--- src/design/rer_pkg.sv ---
// Package for the ray/ellipse range unit.
// Holds the transfer structs, datapath widths and the CORDIC arctangent table.
// No dependencies.
package rer_pkg;

    localparam int ANGLE_BITS_DEF = 16;
    localparam int CORDIC_STEPS   = 24;
    localparam int CORDIC_XW      = 34;
    localparam int CORDIC_ZW      = 33;
    localparam int SQRT_STEPS     = 32;
    localparam int SQRT_REM_W     = 34;
    localparam int DIV_STEPS      = 24;
    localparam int NUM_W          = 89;
    localparam int TRIG_W         = 17;

    localparam logic signed [CORDIC_XW-1:0] CORDIC_START = 34'sd652032874;
    localparam logic [23:0] RANGE_MAX = 24'hFFFFFF;

    typedef struct packed {
        logic [15:0]        beam_angle;
        logic [15:0]        axis_one;
        logic [15:0]        axis_two;
        logic signed [23:0] centre_x;
        logic signed [23:0] centre_y;
    } in_t;

    typedef struct packed {
        logic        hit;
        logic [23:0] range;
    } out_t;

    // Arctangent of 2^-i, scaled so that a quarter turn is 2^30
    function automatic logic signed [CORDIC_ZW-1:0] atan_val(input int idx);
        logic signed [CORDIC_ZW-1:0] r;
        case (idx)
            0:  r = 33'sd536870912;
            1:  r = 33'sd316933406;
            2:  r = 33'sd167458907;
            3:  r = 33'sd85004756;
            4:  r = 33'sd42667331;
            5:  r = 33'sd21354465;
            6:  r = 33'sd10679838;
            7:  r = 33'sd5340245;
            8:  r = 33'sd2670163;
            9:  r = 33'sd1335087;
            10: r = 33'sd667544;
            11: r = 33'sd333772;
            12: r = 33'sd166886;
            13: r = 33'sd83443;
            14: r = 33'sd41722;
            15: r = 33'sd20861;
            16: r = 33'sd10430;
            17: r = 33'sd5215;
            18: r = 33'sd2608;
            19: r = 33'sd1304;
            20: r = 33'sd652;
            21: r = 33'sd326;
            22: r = 33'sd163;
            23: r = 33'sd81;
            default: r = '0;
        endcase
        return r;
    endfunction

endpackage

--- src/design/rer_div_cell.sv ---
// One quotient bit of the restoring divider chain.
// Depends on rer_pkg for the numerator width.
module rer_div_cell #(
    parameter int STEP  = 0,
    parameter int TAG_W = 1
) (
    input  logic                          clk,
    input  logic                          rst_n,
    input  logic                          vld_in,
    input  logic [rer_pkg::NUM_W-1:0]     rem_in,
    input  logic [63:0]                   den_in,
    input  logic [rer_pkg::DIV_STEPS-1:0] quo_in,
    input  logic [TAG_W-1:0]              tag_in,
    output logic                          vld_out,
    output logic [rer_pkg::NUM_W-1:0]     rem_out,
    output logic [63:0]                   den_out,
    output logic [rer_pkg::DIV_STEPS-1:0] quo_out,
    output logic [TAG_W-1:0]              tag_out
);

    logic                          vld_reg;
    logic [rer_pkg::NUM_W-1:0]     rem_reg, rem_next, dsh;
    logic [63:0]                   den_reg;
    logic [rer_pkg::DIV_STEPS-1:0] quo_reg, quo_next;
    logic [TAG_W-1:0]              tag_reg;

    // Subtract the shifted divisor where it fits
    always_comb
    begin
        dsh      = rer_pkg::NUM_W'(den_in) << STEP;
        rem_next = rem_in;
        quo_next = quo_in;
        if (rem_in >= dsh)
        begin
            rem_next       = rem_in - dsh;
            quo_next[STEP] = 1'b1;
        end
    end

    always_ff @(posedge clk or negedge rst_n)
    begin
        if (!rst_n)
            vld_reg <= 1'b0;
        else
            vld_reg <= vld_in;
    end

    always_ff @(posedge clk)
    begin
        rem_reg <= rem_next;
        den_reg <= den_in;
        quo_reg <= quo_next;
        tag_reg <= tag_in;
    end

    assign vld_out = vld_reg;
    assign rem_out = rem_reg;
    assign den_out = den_reg;
    assign quo_out = quo_reg;
    assign tag_out = tag_reg;

endmodule

--- config.mk ---
export PLATFORM = sky130hd
export DESIGN_NAME = rer_div_cell
export DESIGN_NICKNAME = d
export VERILOG_FILES = /design/src/design/rer_pkg.sv /design/src/design/rer_div_cell.sv
export SDC_FILE = /design/constraint.sdc
export NUM_CORES = 1
export LEC_CHECK = 0
export BUFFER_PORTS_ARGS = -buffer_cell sky130_fd_sc_hd__buf_2
export CORE_MARGIN = 5
export CORE_UTILIZATION = 40
export DETAILED_ROUTE_END_ITERATION = 8
export GPL_TIMING_DRIVEN = 0
export PLACE_DENSITY = 0.68
export SETUP_SLACK_MARGIN = 0.02
export SYNTH_ARGS = -nofsm -noshare
export SYNTH_HDL_FRONTEND = slang
export SYNTH_SLANG_ARGS = --single-unit
--- constraint.sdc ---
create_clock -name clk -period 0.8 [get_ports clk]
set_input_delay 0.24 -clock clk [delete_from_list [all_inputs] [get_ports clk]]
set_output_delay 0.24 -clock clk [all_outputs]
set_load 0.01 [all_outputs]
==> results.py <==
metrics = {
    "run_status": {
        "result_of_the_run": "finished with violations",
        "violated_checks": "negative setup slack",
    },
    "route": {
        "avgRoutedWirePerCell_um": 20.63,
        "detail_route.first_pass.iterations": 5,
        "vias_after_detailed_routing": 10650,
        "via_per_inst": 5.462,
        "drc": 0,
        "postRouteAntennaNets": 0,
        "routed_wire_length_um": 40220,
        "detail_route.iter0.violations": 655,
    },
    "logic_synthesis": {
        "ys_seq_elements": 179,
        "postSynth.asyncResetShare_pct": 0.5587,
        "yosysWarnings": 0,
        "dominantRegCellSynth": "sky130_fd_sc_hd__dfxtp_1",
        "netlist_top_cells_area": "sky130_fd_sc_hd__dfxtp_1 39%, sky130_fd_sc_hd__ha_1 8.8%, sky130_fd_sc_hd__a21oi_1 7.9%, sky130_fd_sc_hd__xnor2_1 5.1%, sky130_fd_sc_hd__nor2_1 4.9%",
        "synth-compound-area-share_pct": 18.92,
        "synth-edff-count": 0,
        "netlist_instances": 1096,
        "synth.top_cell.area_share_pct": 38.97,
        "synth_mux_area_share_pct": 1.108,
        "synth-adder-area-share_pct": 8.975,
        "synth-xor-area-share_pct": 8.332,
        "syn-mean-instance-area_um2": 8.344,
        "area_fraction_in_and_or_nand_and_nor_cells_after_synthesis_pct": 17.69,
        "synth_top_cell_by_area": "sky130_fd_sc_hd__dfxtp_1",
        "synth_area_um2": 9145,
        "synth_nets": 1342,
        "synth_sequential_area_ratio_pct": 39.24,
        "combinational_family_with_the_most_area_after_synthesis": "compound AO/OA/AOI/OAI gates",
        "yosys.cell_types.count": 64,
    },
    "clocking": {
        "cts.root.buffer_cell": "sky130_fd_sc_hd__clkbuf_16",
        "cts_tree": "done",
        "cts_made_buffers": 17,
        "htree_levels": 4,
        "ctsLongestPathBuffers": 2,
        "clkSinkCount": 179,
        "clk_transition_reported_paths_ps": 80,
    },
    "timing": {
        "grt_setup_unrepaired": "true",
        "whs_ps": 27.24,
        "worst-slew-pin-transition_ps": 780.3,
        "fin_tns_setup_ps": -217600,
        "hold_viol_final": 0,
        "finalMaxSlewViolations": 0,
        "timing.slew.headroom_pct": 47.98,
        "setup-violations-final": 269,
        "maxClockFrequency_mhz": 348.8,
        "finalWorstSetupSlack_ps": -2067,
        "period_minus_slack_ps": 2867,
        "min_period_over_period_pct": 358.3,
    },
    "grt": {
        "maximum_number_of_pins_on_one_net_before_global_route_repair": 18,
        "grt_first_pass_wirelength_um": 55230,
        "first_global_vias": 10380,
        "gr-total-overflow": 0,
        "gr-usage-all-layers_pct": 26.14,
        "antenna_violations_before_repair": 4,
    },
    "critical_path": {
        "cp-start-kind": "input pin",
        "setup.worst_path.class": "in2reg",
        "worst_path_most_repeated_cell": "sky130_fd_sc_hd__buf_6",
        "critPathSlowestCell": "sky130_fd_sc_hd__or4_4",
        "cp-startpoint": "rem_in[70]",
        "timing.critical_path.fanout_max": 5,
        "timing.critical_path.cells": "buf_6 -> or4_4 -> or4_4 -> nor2_4 -> nand4b_1 -> nor2_2 -> a21oi_2 -> and3_4 -> buf_6 -> nor4b_4 -> buf_6 -> buf_8 -> nand4_1 -> xnor2_1",
        "critPathArrivalTime_ps": 3220,
        "worst-endpoint-required_ps": 1150,
        "setup.worst_path.end_class": "register",
        "worst_path_largest_cell_delay_ps": 540,
        "worstSetupEndpoint": "rem_out[84]",
    },
    "pwr": {
        "worst_ir_drop_vdd_mv": 1.374,
        "switchingPower_mw": 9.453,
        "internal_power_mw": 19.74,
        "seq_power_share_pct": 36.0,
        "power.share.combinational_pct": 34.4,
        "power-per-cell-area_nw_per_um2": 1730,
        "leakagePower_nw": 7.295,
        "switching_share_pct": 32.38,
        "share_clk_of_total_power_pct": 29.5,
    },
    "final_layout": {
        "finish.net_count": 1897,
        "syn_to_final_growth_pct": 84.55,
        "final_design_area_no_fill_um2": 16880,
        "post_layout_nonfiller_instances": 1950,
        "drive_above_1_share_pct": 56.01,
    },
    "place": {
        "place.detailed.instances": 1736,
        "place.detailed.hpwl_um": 24750,
        "placement.io_buffers": 355,
        "place_area_um2": 11360,
        "gp_congestion": 0.8947,
    },
    "floorplan": {
        "chipHeight_um": 161.2,
        "floorplan_core_area_um2": 22570,
        "io-pin-count": 360,
        "initial_core_util_pct": 40.52,
        "floorplan.die.width_um": 161.2,
        "floorplan.die_area_um2": 25990,
        "rows": 55,
    },
    "min_path": {
        "holdCritPathClass": "in2reg",
    },
    "job": {
        "cap_violations": 0,
    },
}
worst max-delay path: cells and delay by family:
family / cells / cell delay (ps)
and+or+nand+nor: 8 / 2130
buffers and inverters: 4 / 510
xor gates and xnor gates: 1 / 230
AOI/OAI and AO/OA: 1 / 90
power groups by stage:
stage | sequential (mW) | clock, mW | combinational [mW]
6_report | 10.5 | 8.63 | 10.0
5_1_grt | 10.6 | 9.09 | 10.7
4_1_cts | 10.4 | 8.65 | 8.35
3_5_place_dp | 10.4 | 0 | 6.57
3_3_place_gp | 10.4 | 0 | 6.52
2_1_floorplan | 11.0 | 0 | 3.39
cell usage in the layout, fill, tap and decap left out, drive strengths merged, types with 4 or more instances in the layout:
cell	instances
a21oi	145
xnor2	53
inv	84
and3	10
nand2b	6
ha	64
or4	4
o21ai	45
nor2b	4
o21a	6
buf	480
xor2	34
and2	5
dlygate4sd3	97
nand4	31
clkbuf	29
a211oi	4
a21o	20
or3	4
nor3	15
nand3b	5
dfxtp	178
o31ai	6
nand2	83
nand3	21
a31oi	12
nor4	11
o21bai	20
clkinv	4
mux2	9
nor2	120
o211ai	6
layout make-up:
| cell class | count | area [um2] |
|---|---|---|
| plain buffers | 19 | 297.8 |
| diodes | 1 | 2.502 |
| repair buffers | 568 | 4529 |
| clock buffers | 19 | 432.9 |
| clock inverters | 13 | 151.4 |
| well taps | 285 | 356.6 |
| fillers | 1434 | 5694 |
| inverters | 80 | 315.3 |
| multi-input cells | 786 | 7092 |
| flip-flops and latches | 179 | 3700 |
sequential cells by signal, indices dropped and copies added (netlist names):
name,cells
den_out,64
tag_out,1
vld_out,1
rem_out,89
quo_out,24
layer usage:
metal  part of all wire (%)  global-route usage, %  up-vias
li1                       -                      -     4924
met1                     38                  31.78     5091
met2                     52                  46.34      510
met3                    6.9                  5.971      120
met4                    3.5                  7.522        6
met5                  0.099                      0        -
cell usage after synthesis, types with 3 or more instances:
cell type	n
sky130_fd_sc_hd__nor4_1	10
sky130_fd_sc_hd__and2_1	5
sky130_fd_sc_hd__xnor2_1	53
sky130_fd_sc_hd__or4_1	3
sky130_fd_sc_hd__nor3_1	15
sky130_fd_sc_hd__and4_1	3
sky130_fd_sc_hd__a31oi_1	12
sky130_fd_sc_hd__nand2_1	83
sky130_fd_sc_hd__o211ai_1	6
sky130_fd_sc_hd__a21boi_0	3
sky130_fd_sc_hd__a21o_1	20
sky130_fd_sc_hd__clkbuf_1	42
sky130_fd_sc_hd__a211oi_1	3
sky130_fd_sc_hd__ha_1	64
sky130_fd_sc_hd__nor2_1	119
sky130_fd_sc_hd__buf_2	5
sky130_fd_sc_hd__o21ai_0	43
sky130_fd_sc_hd__dfxtp_1	178
sky130_fd_sc_hd__and3_1	10
sky130_fd_sc_hd__nand2b_1	6
sky130_fd_sc_hd__o221ai_1	3
sky130_fd_sc_hd__nor3b_1	3
sky130_fd_sc_hd__o21bai_1	20
sky130_fd_sc_hd__o31ai_1	6
sky130_fd_sc_hd__xor2_1	34
sky130_fd_sc_hd__nand4_1	31
sky130_fd_sc_hd__buf_6	3
sky130_fd_sc_hd__inv_1	80
sky130_fd_sc_hd__nor2b_1	4
sky130_fd_sc_hd__o21a_1	6
sky130_fd_sc_hd__mux2_2	9
sky130_fd_sc_hd__or2_2	3
sky130_fd_sc_hd__a21oi_1	145
sky130_fd_sc_hd__a221oi_1	3
sky130_fd_sc_hd__nand3b_1	5
sky130_fd_sc_hd__nand3_1	21
through the flow:
step           worst slack (ps)  utilization [%]  power [mW]
2_1_floorplan             -1973                -       14.43
3_3_place_gp              -2844            50.34       16.94
3_5_place_dp              -2867            50.34       17.01
4_1_cts                   -1883            66.90       27.37
5_1_grt                   -2143            74.77       30.37
6_report                  -2067            74.77       29.19
kinds of logic (layout without fill, tap and decap cells):
group,Yosys count,after routing
and+or+nand+nor,334,334
AOI/OAI and AO/OA,291,291
DFF,179,179
buffers and inverters,131,699
xor gates and xnor gates,87,87
adders and majority gates,65,65
muxes,9,9
other,0,1
timing repair:
item	in CTS	in global routing
cloned	9	0
pin swaps	51	94
resized for setup	399	359
setup endpoints to repair	269	269
setup buffers	60	52
hold endpoints to repair	97	1
hold buffers	96	1
how the worst min path moves through the flow:
stage                  endpoint        from  depth (start not counted)  slack, ps
floorplan               vld_out       rst_n                          0        -60
global placement        vld_out       rst_n                          1         20
detailed placement      vld_out       rst_n                          1         20
CTS                 rem_out[84]  rem_in[84]                          2        -20
global route        rem_out[81]  rem_in[81]                          2         20
finish              rem_out[77]  rem_in[77]                          2         30
(Power assumes the default switching activity.)
