**config.mk**
```make
export PLATFORM = sky130hd
export DESIGN_NAME = rer_cordic_cell
export DESIGN_NICKNAME = d
export VERILOG_FILES = /design/src/design/rer_pkg.sv /design/src/design/rer_cordic_cell.sv
export SDC_FILE = /design/constraint.sdc
export NUM_CORES = 1
export LEC_CHECK = 0
export ABC_AREA = 0
export BUFFER_PORTS_ARGS = -buffer_cell sky130_fd_sc_hd__clkbuf_2
export CAP_MARGIN = 10
export CORE_MARGIN = 2
export CORE_UTILIZATION = 54
export CTS_CLUSTER_SIZE = 16
export DETAILED_ROUTE_END_ITERATION = 8
export GPL_TIMING_DRIVEN = 0
export PLACE_DENSITY = 0.92
export SETUP_SLACK_MARGIN = 0.02
export SLEW_MARGIN = 0
export SYNTH_ARGS = -nofsm -noshare
export SYNTH_HDL_FRONTEND = slang
export SYNTH_SLANG_ARGS = --single-unit
export TNS_END_PERCENT = 10
```
**constraint.sdc**
```tcl
create_clock -name clk -period 0.8 [get_ports clk]
set_input_delay 0.04 -clock clk [delete_from_list [all_inputs] [get_ports clk]]
set_output_delay 0.04 -clock clk [all_outputs]
set_load 0.03 [all_outputs]
```
**src/design/rer_pkg.sv**
```systemverilog
// Package for the ray/ellipse range unit.
// Holds the transfer structs, datapath widths and the CORDIC arctangent table.
// No dependencies.
package rer_pkg;

    localparam int ANGLE_BITS_DEF = 16;
    localparam int CORDIC_STEPS   = 24;
    localparam int CORDIC_XW      = 34;
    localparam int CORDIC_ZW      = 33;
    localparam int SQRT_STEPS     = 32;
    localparam int SQRT_REM_W     = 34;
    localparam int DIV_STEPS      = 24;
    localparam int NUM_W          = 89;
    localparam int TRIG_W         = 17;

    localparam logic signed [CORDIC_XW-1:0] CORDIC_START = 34'sd652032874;
    localparam logic [23:0] RANGE_MAX = 24'hFFFFFF;

    typedef struct packed {
        logic [15:0]        beam_angle;
        logic [15:0]        axis_one;
        logic [15:0]        axis_two;
        logic signed [23:0] centre_x;
        logic signed [23:0] centre_y;
    } in_t;

    typedef struct packed {
        logic        hit;
        logic [23:0] range;
    } out_t;

    // Arctangent of 2^-i, scaled so that a quarter turn is 2^30
    function automatic logic signed [CORDIC_ZW-1:0] atan_val(input int idx);
        logic signed [CORDIC_ZW-1:0] r;
        case (idx)
            0:  r = 33'sd536870912;
            1:  r = 33'sd316933406;
            2:  r = 33'sd167458907;
            3:  r = 33'sd85004756;
            4:  r = 33'sd42667331;
            5:  r = 33'sd21354465;
            6:  r = 33'sd10679838;
            7:  r = 33'sd5340245;
            8:  r = 33'sd2670163;
            9:  r = 33'sd1335087;
            10: r = 33'sd667544;
            11: r = 33'sd333772;
            12: r = 33'sd166886;
            13: r = 33'sd83443;
            14: r = 33'sd41722;
            15: r = 33'sd20861;
            16: r = 33'sd10430;
            17: r = 33'sd5215;
            18: r = 33'sd2608;
            19: r = 33'sd1304;
            20: r = 33'sd652;
            21: r = 33'sd326;
            22: r = 33'sd163;
            23: r = 33'sd81;
            default: r = '0;
        endcase
        return r;
    endfunction

endpackage

```
**src/design/rer_cordic_cell.sv**
```systemverilog
// One CORDIC rotation step of the sine/cosine chain.
// Depends on rer_pkg for widths and the arctangent table.
module rer_cordic_cell #(
    parameter int STEP  = 0,
    parameter int TAG_W = 1
) (
    input  logic                                   clk,
    input  logic                                   rst_n,
    input  logic                                   vld_in,
    input  logic signed [rer_pkg::CORDIC_XW-1:0]   x_in,
    input  logic signed [rer_pkg::CORDIC_XW-1:0]   y_in,
    input  logic signed [rer_pkg::CORDIC_ZW-1:0]   z_in,
    input  logic [TAG_W-1:0]                       tag_in,
    output logic                                   vld_out,
    output logic signed [rer_pkg::CORDIC_XW-1:0]   x_out,
    output logic signed [rer_pkg::CORDIC_XW-1:0]   y_out,
    output logic signed [rer_pkg::CORDIC_ZW-1:0]   z_out,
    output logic [TAG_W-1:0]                       tag_out
);

    logic                                 vld_reg;
    logic signed [rer_pkg::CORDIC_XW-1:0] x_reg, x_next, y_reg, y_next;
    logic signed [rer_pkg::CORDIC_ZW-1:0] z_reg, z_next;
    logic [TAG_W-1:0]                     tag_reg;

    // Rotate toward zero residual angle
    always_comb
    begin
        if (!z_in[rer_pkg::CORDIC_ZW-1])
        begin
            x_next = x_in - (y_in >>> STEP);
            y_next = y_in + (x_in >>> STEP);
            z_next = z_in - rer_pkg::atan_val(STEP);
        end
        else
        begin
            x_next = x_in + (y_in >>> STEP);
            y_next = y_in - (x_in >>> STEP);
            z_next = z_in + rer_pkg::atan_val(STEP);
        end
    end

    always_ff @(posedge clk or negedge rst_n)
    begin
        if (!rst_n)
            vld_reg <= 1'b0;
        else
            vld_reg <= vld_in;
    end

    always_ff @(posedge clk)
    begin
        x_reg   <= x_next;
        y_reg   <= y_next;
        z_reg   <= z_next;
        tag_reg <= tag_in;
    end

    assign vld_out = vld_reg;
    assign x_out   = x_reg;
    assign y_out   = y_reg;
    assign z_out   = z_reg;
    assign tag_out = tag_reg;

endmodule

```
==> flow_metrics.env, run 1 <==
export IMPL_io_pins=208
export IMPL_die_x_um=126
export IMPL_gr_total_overflow=157
export IMPL_synth_common_cells="124 x a21oi_1, 103 x nor2_1, 102 x ha_1"
export IMPL_synth_seq_cells=102
export IMPL_synth_most_common_cell="a21oi_1"
export IMPL_grt_max_degree=19
export IMPL_yosys_area_top_type="dfxtp_1"
export IMPL_lastStage="global routing"
export IMPL_grt_use_total_pct=78.5
export IMPL_yosysTopAreaCellShare_pct=25.1
export IMPL_numCtsBuffers=9
export IMPL_syn_instance_count=1007
export IMPL_num_rows=44
export IMPL_error="[ERROR GRT-0232] Routing congestion too high. Check the congestion heatmap in the GUI."
export IMPL_gp_congestion=1.01
export IMPL_synth_edf_count=0
export IMPL_start_util_pct=55.3
export IMPL_synth_ff_type="dfxtp_1"
export IMPL_placed_area_um2=9380
export IMPL_syn_nets=1218
export IMPL_synthesis_area_um2=8070
export IMPL_avgSynthCellArea_um2=8.02
export IMPL_die_h_um=126
export IMPL_async_flop_share_pct=0.980
export IMPL_clock_sinks=102
export IMPL_status="did not finish"
export IMPL_synthTopCellsByArea="dfxtp_1 25%, ha_1 16%, a21oi_1 7.7%, xnor2_1 6.1%, nor2_1 4.8%"
export IMPL_synth_seq_area_share_pct=25.4
export IMPL_htree_levels=3
export IMPL_dp_hpwl_mm=21.1
export IMPL_cts_root_buffer_cell="clkbuf_16"
export IMPL_placed_cells=1398
export IMPL_ys_warn_count=0
export IMPL_dp_slack_ns=-2.39
export IMPL_clockBufferDepth=2
export IMPL_synth_cell_type_count=77
export IMPL_io_buffers=207
==> kinds of logic after synthesis <==
logic type / count (synthesis) / share of synthesized area, %
AO/OA/AOI/OAI: 338 / 27.8
multiplexers: 16 / 2.00
flip-flops: 102 / 25.4
XOR/XNOR: 66 / 7.16
adder cells (fa/ha/maj): 106 / 16.8
AND/OR/NAND/NOR: 231 / 13.3
buffers and inverters: 148 / 7.49
==> stage by stage <==
stage	util (%)	hold slack (ns)	TNS, ns
floorplan	-	-0.256	-70.94
global placement	64.3	-0.185	-112.64
detailed placement	64.3	-0.183	-115.01
CTS	86.2	-0.0395	-74.94
==> metal layers <==
metal  overflow  track usage, %
met5          1            36.5
met4         56            82.4
met3          4            63.5
met2         93            92.4
met1          3            78.2
==> repair_timing <==
item / 4_1_cts
pin swaps: 80
gates cloned: 1
hold buffers: 34
resized for setup: 536
endpoints found under the hold margin: 35
buffers inserted: 57
endpoints found under the setup margin: 172
==> inputs of run 2 (changes only) <==
- CORE_UTILIZATION: 54 -> 39
- CTS_CLUSTER_SIZE: 16 -> default
- PLACE_DENSITY: 0.92 -> default
- PLACE_DENSITY_LB_ADDON: default -> 0.15
- SETUP_SLACK_MARGIN: 0.02 -> default
==> run 2 against run 1 <==
Against the previous run:
- the flow now finishes, with violations (negative hold slack, negative setup slack)
- synthesized cell count unchanged
- synthesized area unchanged
==> flow_metrics.env, run 2 <==
export IMPL_worst_pin_slew_ns=1.01
export IMPL_async_flop_share_pct=0.980
export IMPL_holdWs_ns=-0.0232
export IMPL_hold_path_class="in2reg"
export IMPL_grt_pass1_wl_mm=45.9
export IMPL_antenna_found_initial=0
export IMPL_synthMuxAreaShare_pct=2.00
export IMPL_synth_cell_type_count=77
export IMPL_cp_slowest_cell="fa_2"
export IMPL_grt_max_degree=18
export IMPL_synth_simple_area_share_pct=13.3
export IMPL_cp_common_cell="a211o_1"
export IMPL_min_to="z_out[30]$_DFF_P_"
export IMPL_synthesis_area_um2=8070
export IMPL_slew_headroom_pct=32.9
export IMPL_yosysTopAreaCellShare_pct=25.1
export IMPL_synth_edf_count=0
export IMPL_yosys_area_top_type="dfxtp_1"
export IMPL_clock_sinks=102
export IMPL_whs_path_depth=2
export IMPL_num_rows=52
export IMPL_cts_root_buffer_cell="clkbuf_16"
export IMPL_path_cells="buf_8 -> ha_4 -> fa_2 -> and2b_4 -> o311ai_4 -> buf_4 -> a211o_1 -> a21boi_2 -> nand4bb_1 -> a211o_1 -> o21ai_0 -> o22ai_1 -> xnor2_1"
export IMPL_drtIter0Drc=708
export IMPL_critPathTopFamily="compound AO/OA/AOI/OAI gates"
export IMPL_die_x_um=148
export IMPL_setup_viol=167
export IMPL_gr_total_overflow=0
export IMPL_avgSynthCellArea_um2=8.02
export IMPL_synth_most_common_cell="a21oi_1"
export IMPL_layout_common_cells="109 x buf_8, 99 x dfxtp_2, 97 x a21oi_1, 97 x nor2_1, 97 x clkbuf_2"
export IMPL_ant_nets=0
export IMPL_fin_nets=1519
export IMPL_synthTopCellsByArea="dfxtp_1 25%, ha_1 16%, a21oi_1 7.7%, xnor2_1 6.1%, nor2_1 4.8%"
export IMPL_hold_buffers=36
export IMPL_io_pins=208
export IMPL_crit_buf_inv=2
export IMPL_vias=8835
export IMPL_slew_violations=0
export IMPL_worstPathMaxFanout=3
export IMPL_p_leak_uw=0.00567
export IMPL_combPwrFrac_pct=51.8
export IMPL_violations="negative hold slack, negative setup slack"
export IMPL_power_density_nw_per_um2=1820
export IMPL_htree_levels=3
export IMPL_period_share_pct=312
export IMPL_dieArea_um2=21900
export IMPL_via_per_inst=5.58
export IMPL_hold_violations=1
export IMPL_wl_mm=31.9
export IMPL_grt_use_total_pct=26.8
export IMPL_cts_tree="built"
export IMPL_syn_instance_count=1007
export IMPL_synth_ff_type="dfxtp_1"
export IMPL_internal_power_uw=13900
export IMPL_cp_start_kind="primary input"
export IMPL_pwr_share_seq_pct=29.5
export IMPL_dp_hpwl_mm=22.3
export IMPL_critPathMaxStageDelay_ns=0.37
export IMPL_rsz0062_at_grt="yes"
export IMPL_synth_common_cells="124 x a21oi_1, 103 x nor2_1, 102 x ha_1"
export IMPL_status="complete, but fails checks"
export IMPL_fmax_ghz=0.400
export IMPL_worstPathRequired_ns=1.03
export IMPL_synth_compound_area_share_pct=27.8
export IMPL_drive_above_1_share_pct=42.8
export IMPL_swShare_pct=40.3
export IMPL_synth_fa_ha_area_share_pct=16.8
export IMPL_drtPass1Iterations=6
export IMPL_clkPwrFrac_pct=18.6
export IMPL_power_net_switching_uw=9360
export IMPL_synthToLayoutAreaGrowth_pct=58.3
export IMPL_hold_start="z_in[30]"
export IMPL_start_util_pct=39.8
export IMPL_peakVddDrop_mv=1.02
export IMPL_grt_pass1_vias=8455
export IMPL_syn_nets=1218
export IMPL_synth_top_family_by_area="compound AO/OA/AOI/OAI gates"
export IMPL_largest_register_ffs=34
export IMPL_synth_seq_area_share_pct=25.4
export IMPL_maxCapViolations=0
export IMPL_io_buffers=207
export IMPL_critical_path_class="in2reg"
export IMPL_routedWlPerCell_um=20.2
export IMPL_synth_xor_area_share_pct=7.16
export IMPL_fillers=1729
export IMPL_post_route_drc_count=0
export IMPL_period_needed_ns=2.50
export IMPL_die_h_um=148
export IMPL_dp_slack_ns=-2.39
export IMPL_arrival_ns=2.73
export IMPL_ys_warn_count=0
export IMPL_clockBufferDepth=2
export IMPL_cp_end_kind="flip-flop"
export IMPL_synth_seq_cells=102
export IMPL_diodes=0
export IMPL_fin_ws_ns=-1.70
export IMPL_path_clk_slew_ns=0.07
export IMPL_numCtsBuffers=9
export IMPL_gp_congestion=0.928
export IMPL_fp_coreArea_um2=20300
export IMPL_final_common_cell="buf_8"
## run 2: worst max-delay path by stage
| stage | start | end | slack [ns] | depth (start not counted) |
|---|---|---|---|---|
| finish | y_in[0] | y_out[30]$_DFF_P_ | -1.70 | 13 |
| global route | y_in[0] | y_out[26]$_DFF_P_ | -1.74 | 12 |
| CTS | x_in[0] | y_out[26]$_DFF_P_ | -1.65 | 12 |
| detailed placement | x_in[11] | y_out[32]$_DFF_P_ | -2.39 | 13 |
| global placement | x_in[11] | y_out[32]$_DFF_P_ | -2.39 | 13 |
| floorplan | x_in[0] | y_out[26]$_DFF_P_ | -1.59 | 11 |
## run 2: final cells by class
cell class	instances	area (µm²)	share of cell area [%]
multi-input cells	757	6350	49.7
repair buffers	291	2910	22.7
flip-flops and latches	102	2170	17.0
inverters	103	414	3.24
well taps	270	338	2.64
plain buffers	44	320	2.51
clock buffers	11	233	1.82
clock inverters	5	42.5	0.333
## run 2: kinds of logic after synthesis
family,after synthesis
AND/OR/NAND/NOR,231
flip-flops,102
adder cells (fa/ha/maj),106
AO/OA/AOI/OAI,338
XOR/XNOR,66
buffers and inverters,148
multiplexers,16
## run 2: power by group through the flow
stage	Clock [µW]	Sequential, µW	Combinational, µW
2_1_floorplan	0	8250	3840
3_3_place_gp	0	6360	8370
3_5_place_dp	0	6380	8360
4_1_cts	4400	6570	10600
5_1_grt	4610	6940	12600
6_report	4330	6860	12000
## run 2: layer usage
layer	track usage [%]	vias to the layer above	part of all wire, %
met3	4.20	63	7.5
met4	7.52	0	2.3
met5	0	-	0
met1	34.8	4189	42
li1	-	4132	-
met2	46.0	451	48
## run 2: through the flow
stage | cells | utilization, % | TNS, ns | instance area [µm²] | power (µW)
floorplan | 1007 | - | -70.94 | 8120 | 12100
global placement | 1484 | 46.8 | -116.18 | 9490 | 14700
detailed placement | 1484 | 46.8 | -116.93 | 9490 | 14700
CTS | 1558 | 58.5 | -80.79 | 11900 | 21600
global route | 1583 | 63.0 | -84.96 | 12800 | 24200
finish | 1583 | 63.0 | -78.30 | 12800 | 23200
## run 2: repair_timing
action	CTS	global route
resized for setup	432	259
setup endpoints to repair	172	172
cloned	0	1
buffers inserted	23	24
hold endpoints to repair	36	1
pin swaps	38	54
No activity file was read; power rests on OpenSTA's default activity.
==> inputs of run 3 (changes only) <==
- clock period: 0.8 -> 3.04 ns (I/O delays scaled with it)
==> run 3 against run 2 <==
Against the previous run:
- the run now ends clean
- clock power fell by 72%
- non-clock buffer count shrank 50
- die area stayed put
- via count decreased by 6.0%
- combinational power is 81% lower
- sequential share of layout area is 3.2 points higher
- hold slack gained 0.10 ns
- utilization fell by 13 points
- first-iteration DRC count increased by 15%
- setup slack gained 1.8 ns
- highest routed layer unchanged
==> flow_metrics.env, run 3 (same netlist as run 2, synthesis figures left out) <==
export IMPL_routedWlPerCell_um=18.4
export IMPL_antenna_found_initial=0
export IMPL_dp_slack_ns=-0.330
export IMPL_crit_start="x_in[0]"
export IMPL_final_common_cell="clkbuf_2"
export IMPL_critPathTopFamily="compound AO/OA/AOI/OAI gates"
export IMPL_p_leak_uw=0.00485
export IMPL_power_density_nw_per_um2=508
export IMPL_ant_nets=0
export IMPL_grt_use_total_pct=25.0
export IMPL_fmax_ghz=0.336
export IMPL_largest_register_ffs=34
export IMPL_fillers=2084
export IMPL_cts_setup_buffers=0
export IMPL_wl_mm=28.2
export IMPL_clock_sinks=102
export IMPL_rsz0062_at_grt="no"
export IMPL_period_share_pct=97.9
export IMPL_seq_area_um2=2050
export IMPL_period_needed_ns=2.98
export IMPL_io_pins=208
export IMPL_fp_coreArea_um2=20300
export IMPL_fin_nets=1469
export IMPL_worstPathMaxFanout=5
export IMPL_dieArea_um2=21900
export IMPL_grt_pass1_wl_mm=43.0
export IMPL_worstPathRequired_ns=3.32
export IMPL_cts_root_buffer_cell="clkbuf_16"
export IMPL_numCtsBuffers=9
export IMPL_cts_tree="built"
export IMPL_drtPass1Iterations=6
export IMPL_via_per_inst=5.42
export IMPL_setup_viol=0
export IMPL_num_rows=52
export IMPL_io_buffers=207
export IMPL_power_total_uw=5140
export IMPL_path_clk_slew_ns=0.07
export IMPL_grt_pass1_vias=7856
export IMPL_hold_start="y_in[0]"
export IMPL_grt_max_degree=20
export IMPL_drtIter0Drc=811
export IMPL_drive_above_1_share_pct=21.6
export IMPL_slew_headroom_pct=33.6
export IMPL_die_h_um=148
export IMPL_holdWs_ns=0.0816
export IMPL_vias=8307
export IMPL_critical_path_class="in2reg"
export IMPL_start_util_pct=39.8
export IMPL_htree_levels=3
export IMPL_post_route_drc_count=0
export IMPL_hold_path_class="in2reg"
export IMPL_layout_common_cells="208 x clkbuf_2, 124 x a21oi_1, 103 x nor2_1, 102 x ha_1, 101 x dfxtp_1"
export IMPL_arrival_ns=3.26
export IMPL_synthToLayoutAreaGrowth_pct=25.2
export IMPL_critPathMaxStageDelay_ns=0.45
export IMPL_slew_violations=0
export IMPL_hold_violations=0
export IMPL_cp_start_kind="primary input"
export IMPL_worst_pin_slew_ns=0.996
export IMPL_fin_ws_ns=0.0629
export IMPL_crit_buf_inv=1
export IMPL_dp_hpwl_mm=22.1
export IMPL_die_x_um=148
export IMPL_status="completed"
export IMPL_clockBufferDepth=2
export IMPL_gp_congestion=0.974
export IMPL_cp_end_kind="flip-flop"
export IMPL_crit_cells=12
export IMPL_maxCapViolations=0
export IMPL_endpoint="y_out[26]$_DFF_P_"
export IMPL_gr_total_overflow=0
export IMPL_peakVddDrop_mv=0.294
export IMPL_path_cells="clkbuf_2 -> ha_1 -> fa_1 -> and2b_4 -> o311ai_4 -> a31oi_1 -> o2111ai_2 -> a31oi_2 -> a21bo_1 -> a221o_1 -> mux2i_1 -> xnor2_1"
export IMPL_multi_input_comb_area_um2=5440
export IMPL_cp_slowest_cell="fa_1"
[run 3: cell types whose count changed in the layout (fill, tap and decap cells not counted), moves of 10 or more]
cell      delta
ha_1        +17
buf_4       -46
inv_1       +16
ha_4        -15
clkbuf_2   +111
dfxtp_1    +100
o21ai_2     -10
a21oi_1     +27
buf_6       -10
a21oi_2     -21
buf_8      -109
o21ai_0     +19
dfxtp_2     -99
[run 3: stage by stage]
step,TNS (ns),util [%],area (µm²),std cells
after floorplan,0,-,8070,1007
after global placement,-2.57,46.5,9450,1484
after detailed placement,-2.25,46.5,9450,1484
after CTS,0,49.7,10100,1533
after global routing,0,49.8,10100,1533
final,0,49.8,10100,1534
[run 3: how the worst min path moves through the flow]
stage	to	slack (ns)	cells after the start
2_1_floorplan	vld_out$_DFF_PN0_	-0.14	0
3_3_place_gp	vld_out$_DFF_PN0_	-0.06	1
3_5_place_dp	vld_out$_DFF_PN0_	-0.05	1
4_1_cts	x_out[0]$_DFF_P_	0.08	3
5_1_grt	x_out[0]$_DFF_P_	0.09	3
6_report	x_out[0]$_DFF_P_	0.08	3
[run 3: area by class of cell]
type	instances	share of cell area, %
Timing Repair Buffer	240	13.5
Sequential cell	102	20.3
Clock inverter	6	0.767
Buffer	45	2.15
Antenna cell	1	0.0248
Tap cell	270	3.34
Inverter	103	3.82
Clock buffer	10	2.27
Multi-Input combinational cell	757	53.9
[run 3: routing by layer]
metal / track usage [%] / vias to the layer above / share of wire [%]
met4: 6.76 / 0 / 1.9
met3: 5.25 / 38 / 7.8
met5: 0 / - / 0
met2: 42.8 / 390 / 47
li1: - / 4021 / -
met1: 32.1 / 3858 / 43
[run 3: power by group]
part | switching, µW | internal, µW | total [µW] | leakage, µW
registers | 69.1 | 1580 | 1650 | 0.000864
logic | 1520 | 741 | 2260 | 0.00384
clock network | 574 | 656 | 1230 | 0.000147
total | 2160 | 2980 | 5140 | 0.00485
[run 3: repair_timing]
| item | 4_1_cts | 5_1_grt |
|---|---|---|
| resized for setup | 0 | 5 |
| hold buffers | 33 | 0 |
| setup endpoints to repair | 0 | 6 |
| hold endpoints to repair | 33 | 0 |
==> inputs of run 4 (changes only) <==
- CELL_PAD_IN_SITES_DETAIL_PLACEMENT: default -> 1
- CELL_PAD_IN_SITES_GLOBAL_PLACEMENT: default -> 2
- CORE_UTILIZATION: 39 -> 33
==> run 4 against run 3 <==
Against the previous run:
- critical path depth is 1 higher
- combinational power is 3% higher
- clock power is 3% higher
- clock-buffer cell count stayed put
- die area is 18% higher
- non-clock buffer count stayed put
- design area is 0.92% higher
- largest cell class unchanged
- largest power group unchanged
==> flow_metrics.env, run 4 (same netlist as run 2, synthesis figures left out) <==
export IMPL_status="completed"
export IMPL_cts_setup_buffers=0
export IMPL_fmax_ghz=0.342
export IMPL_routedWlPerCell_um=20.3
export IMPL_dp_hpwl_mm=25.5
export IMPL_post_route_drc_count=0
export IMPL_clock_sinks=102
export IMPL_critPathTopFamily="compound AO/OA/AOI/OAI gates"
export IMPL_gp_congestion=0.906
export IMPL_hold_violations=0
export IMPL_drive_above_1_share_pct=21.8
export IMPL_hold_path_class="in2reg"
export IMPL_ant_nets=0
export IMPL_num_rows=57
export IMPL_maxCapViolations=0
export IMPL_worstPathMaxFanout=10
export IMPL_arrival_ns=3.14
export IMPL_utilization_pct=42.2
export IMPL_cp_common_cell="o21ai_0"
export IMPL_cts_tree="built"
export IMPL_io_buffers=207
export IMPL_grt_use_met1_pct=34.0
export IMPL_final_common_cell="clkbuf_2"
export IMPL_largest_register_ffs=34
export IMPL_fin_nets=1469
export IMPL_drtPass1Iterations=5
export IMPL_grt_pass1_vias=8588
export IMPL_cts_root_buffer_cell="clkbuf_16"
export IMPL_path_clk_slew_ns=0.08
export IMPL_worst_pin_slew_ns=0.966
export IMPL_grt_busiest_layer="met2"
export IMPL_holdWs_ns=0.0827
export IMPL_dieArea_um2=25700
export IMPL_gr_total_overflow=0
export IMPL_setup_viol=0
export IMPL_via_per_inst=5.26
export IMPL_grtUsageMet3_pct=3.49
export IMPL_htree_levels=3
export IMPL_cp_start_kind="primary input"
export IMPL_layout_common_cells="208 x clkbuf_2, 124 x a21oi_1, 103 x nor2_1, 102 x ha_1, 101 x dfxtp_1"
export IMPL_crit_buf_inv=3
export IMPL_grt_use_total_pct=24.8
export IMPL_slew_violations=0
export IMPL_critical_path_class="in2reg"
export IMPL_fp_coreArea_um2=24200
export IMPL_cp_slowest_cell="o21ai_0"
export IMPL_peakVddDrop_mv=0.222
export IMPL_synthToLayoutAreaGrowth_pct=26.4
export IMPL_path_cells="clkbuf_2 -> inv_1 -> ha_1 -> buf_2 -> nor3_1 -> o21ai_0 -> a21oi_1 -> o31ai_2 -> o211a_1 -> o21ai_0 -> a31oi_1 -> a2bb2oi_1 -> xor2_1"
export IMPL_clockBufferDepth=2
export IMPL_die_h_um=160
export IMPL_use_met2_pct=41.8
export IMPL_start_util_pct=33.4
export IMPL_cp_end_kind="flip-flop"
export IMPL_wl_mm=32.2
export IMPL_die_x_um=160
export IMPL_slew_headroom_pct=35.6
export IMPL_vias=8350
export IMPL_p_leak_uw=0.00486
export IMPL_io_pins=208
export IMPL_rsz0062_at_grt="yes"
export IMPL_numCtsBuffers=9
export IMPL_multi_input_comb_area_um2=5470
export IMPL_fillers=3007
export IMPL_grt_pass1_wl_mm=49.8
export IMPL_drtIter0Drc=522
export IMPL_diodes=0
export IMPL_seq_area_um2=2050
export IMPL_power_density_nw_per_um2=514
export IMPL_worstPathRequired_ns=3.26
export IMPL_period_share_pct=96.0
export IMPL_antenna_found_initial=0
export IMPL_critPathMaxStageDelay_ns=0.45
export IMPL_period_needed_ns=2.92
export IMPL_grt_max_degree=19
[run 4: area by class of cell]
class | count | area share, %
Clock inverter | 6 | 0.711
Clock buffer | 10 | 2.34
Tap cell | 324 | 3.97
Sequential cell | 102 | 20.1
Inverter | 103 | 3.79
Buffer | 45 | 2.13
Timing Repair Buffer | 240 | 13.4
Multi-Input combinational cell | 757 | 53.6
[run 4: worst paths after layout]
path,to,from,depth (start not counted),slack (ns)
worst min-delay path,x_out[0]$_DFF_P_,y_in[0],3,0.08
min in group asynchronous,vld_out$_DFF_PN0_,rst_n,2,0.09
max in group asynchronous,vld_out$_DFF_PN0_,rst_n,2,2.86
worst max-delay path,x_out[31]$_DFF_P_,x_in[4],13,0.12
[run 4: stage by stage]
stage	setup WS (ns)	instance area [µm²]	cells	TNS [ns]	total power [µW]
2_1_floorplan	0.465	8070	1007	0	3180
3_3_place_gp	-0.330	9510	1538	-4.08	3920
3_5_place_dp	-0.392	9510	1538	-4.44	3940
4_1_cts	0.00809	10200	1587	0	5260
5_1_grt	-0.0301	10200	1587	-0.0624	5530
6_report	0.120	10200	1587	0	5240
[run 4: routing by layer]
metal / share of wire (%) / wire, µm / vias to the layer above
met5: 0 / 0 / -
met4: 1.3 / 408 / 0
met3: 5.6 / 1790 / 38
met2: 46 / 15000 / 276
met1: 47 / 15100 / 4024
li1: - / - / 4012
[run 4: power breakdown]
group	switching, µW	total [µW]	leakage, µW	internal (µW)
Combinational	1570	2320	0.00384	745
Sequential	69.8	1650	0.000864	1580
Clock	597	1270	0.000156	676
[run 4: timing repair]
action	4_1_cts	5_1_grt
resized for setup	0	8
hold endpoints to repair	33	0
hold buffers	33	0
endpoints found under the setup margin	0	12
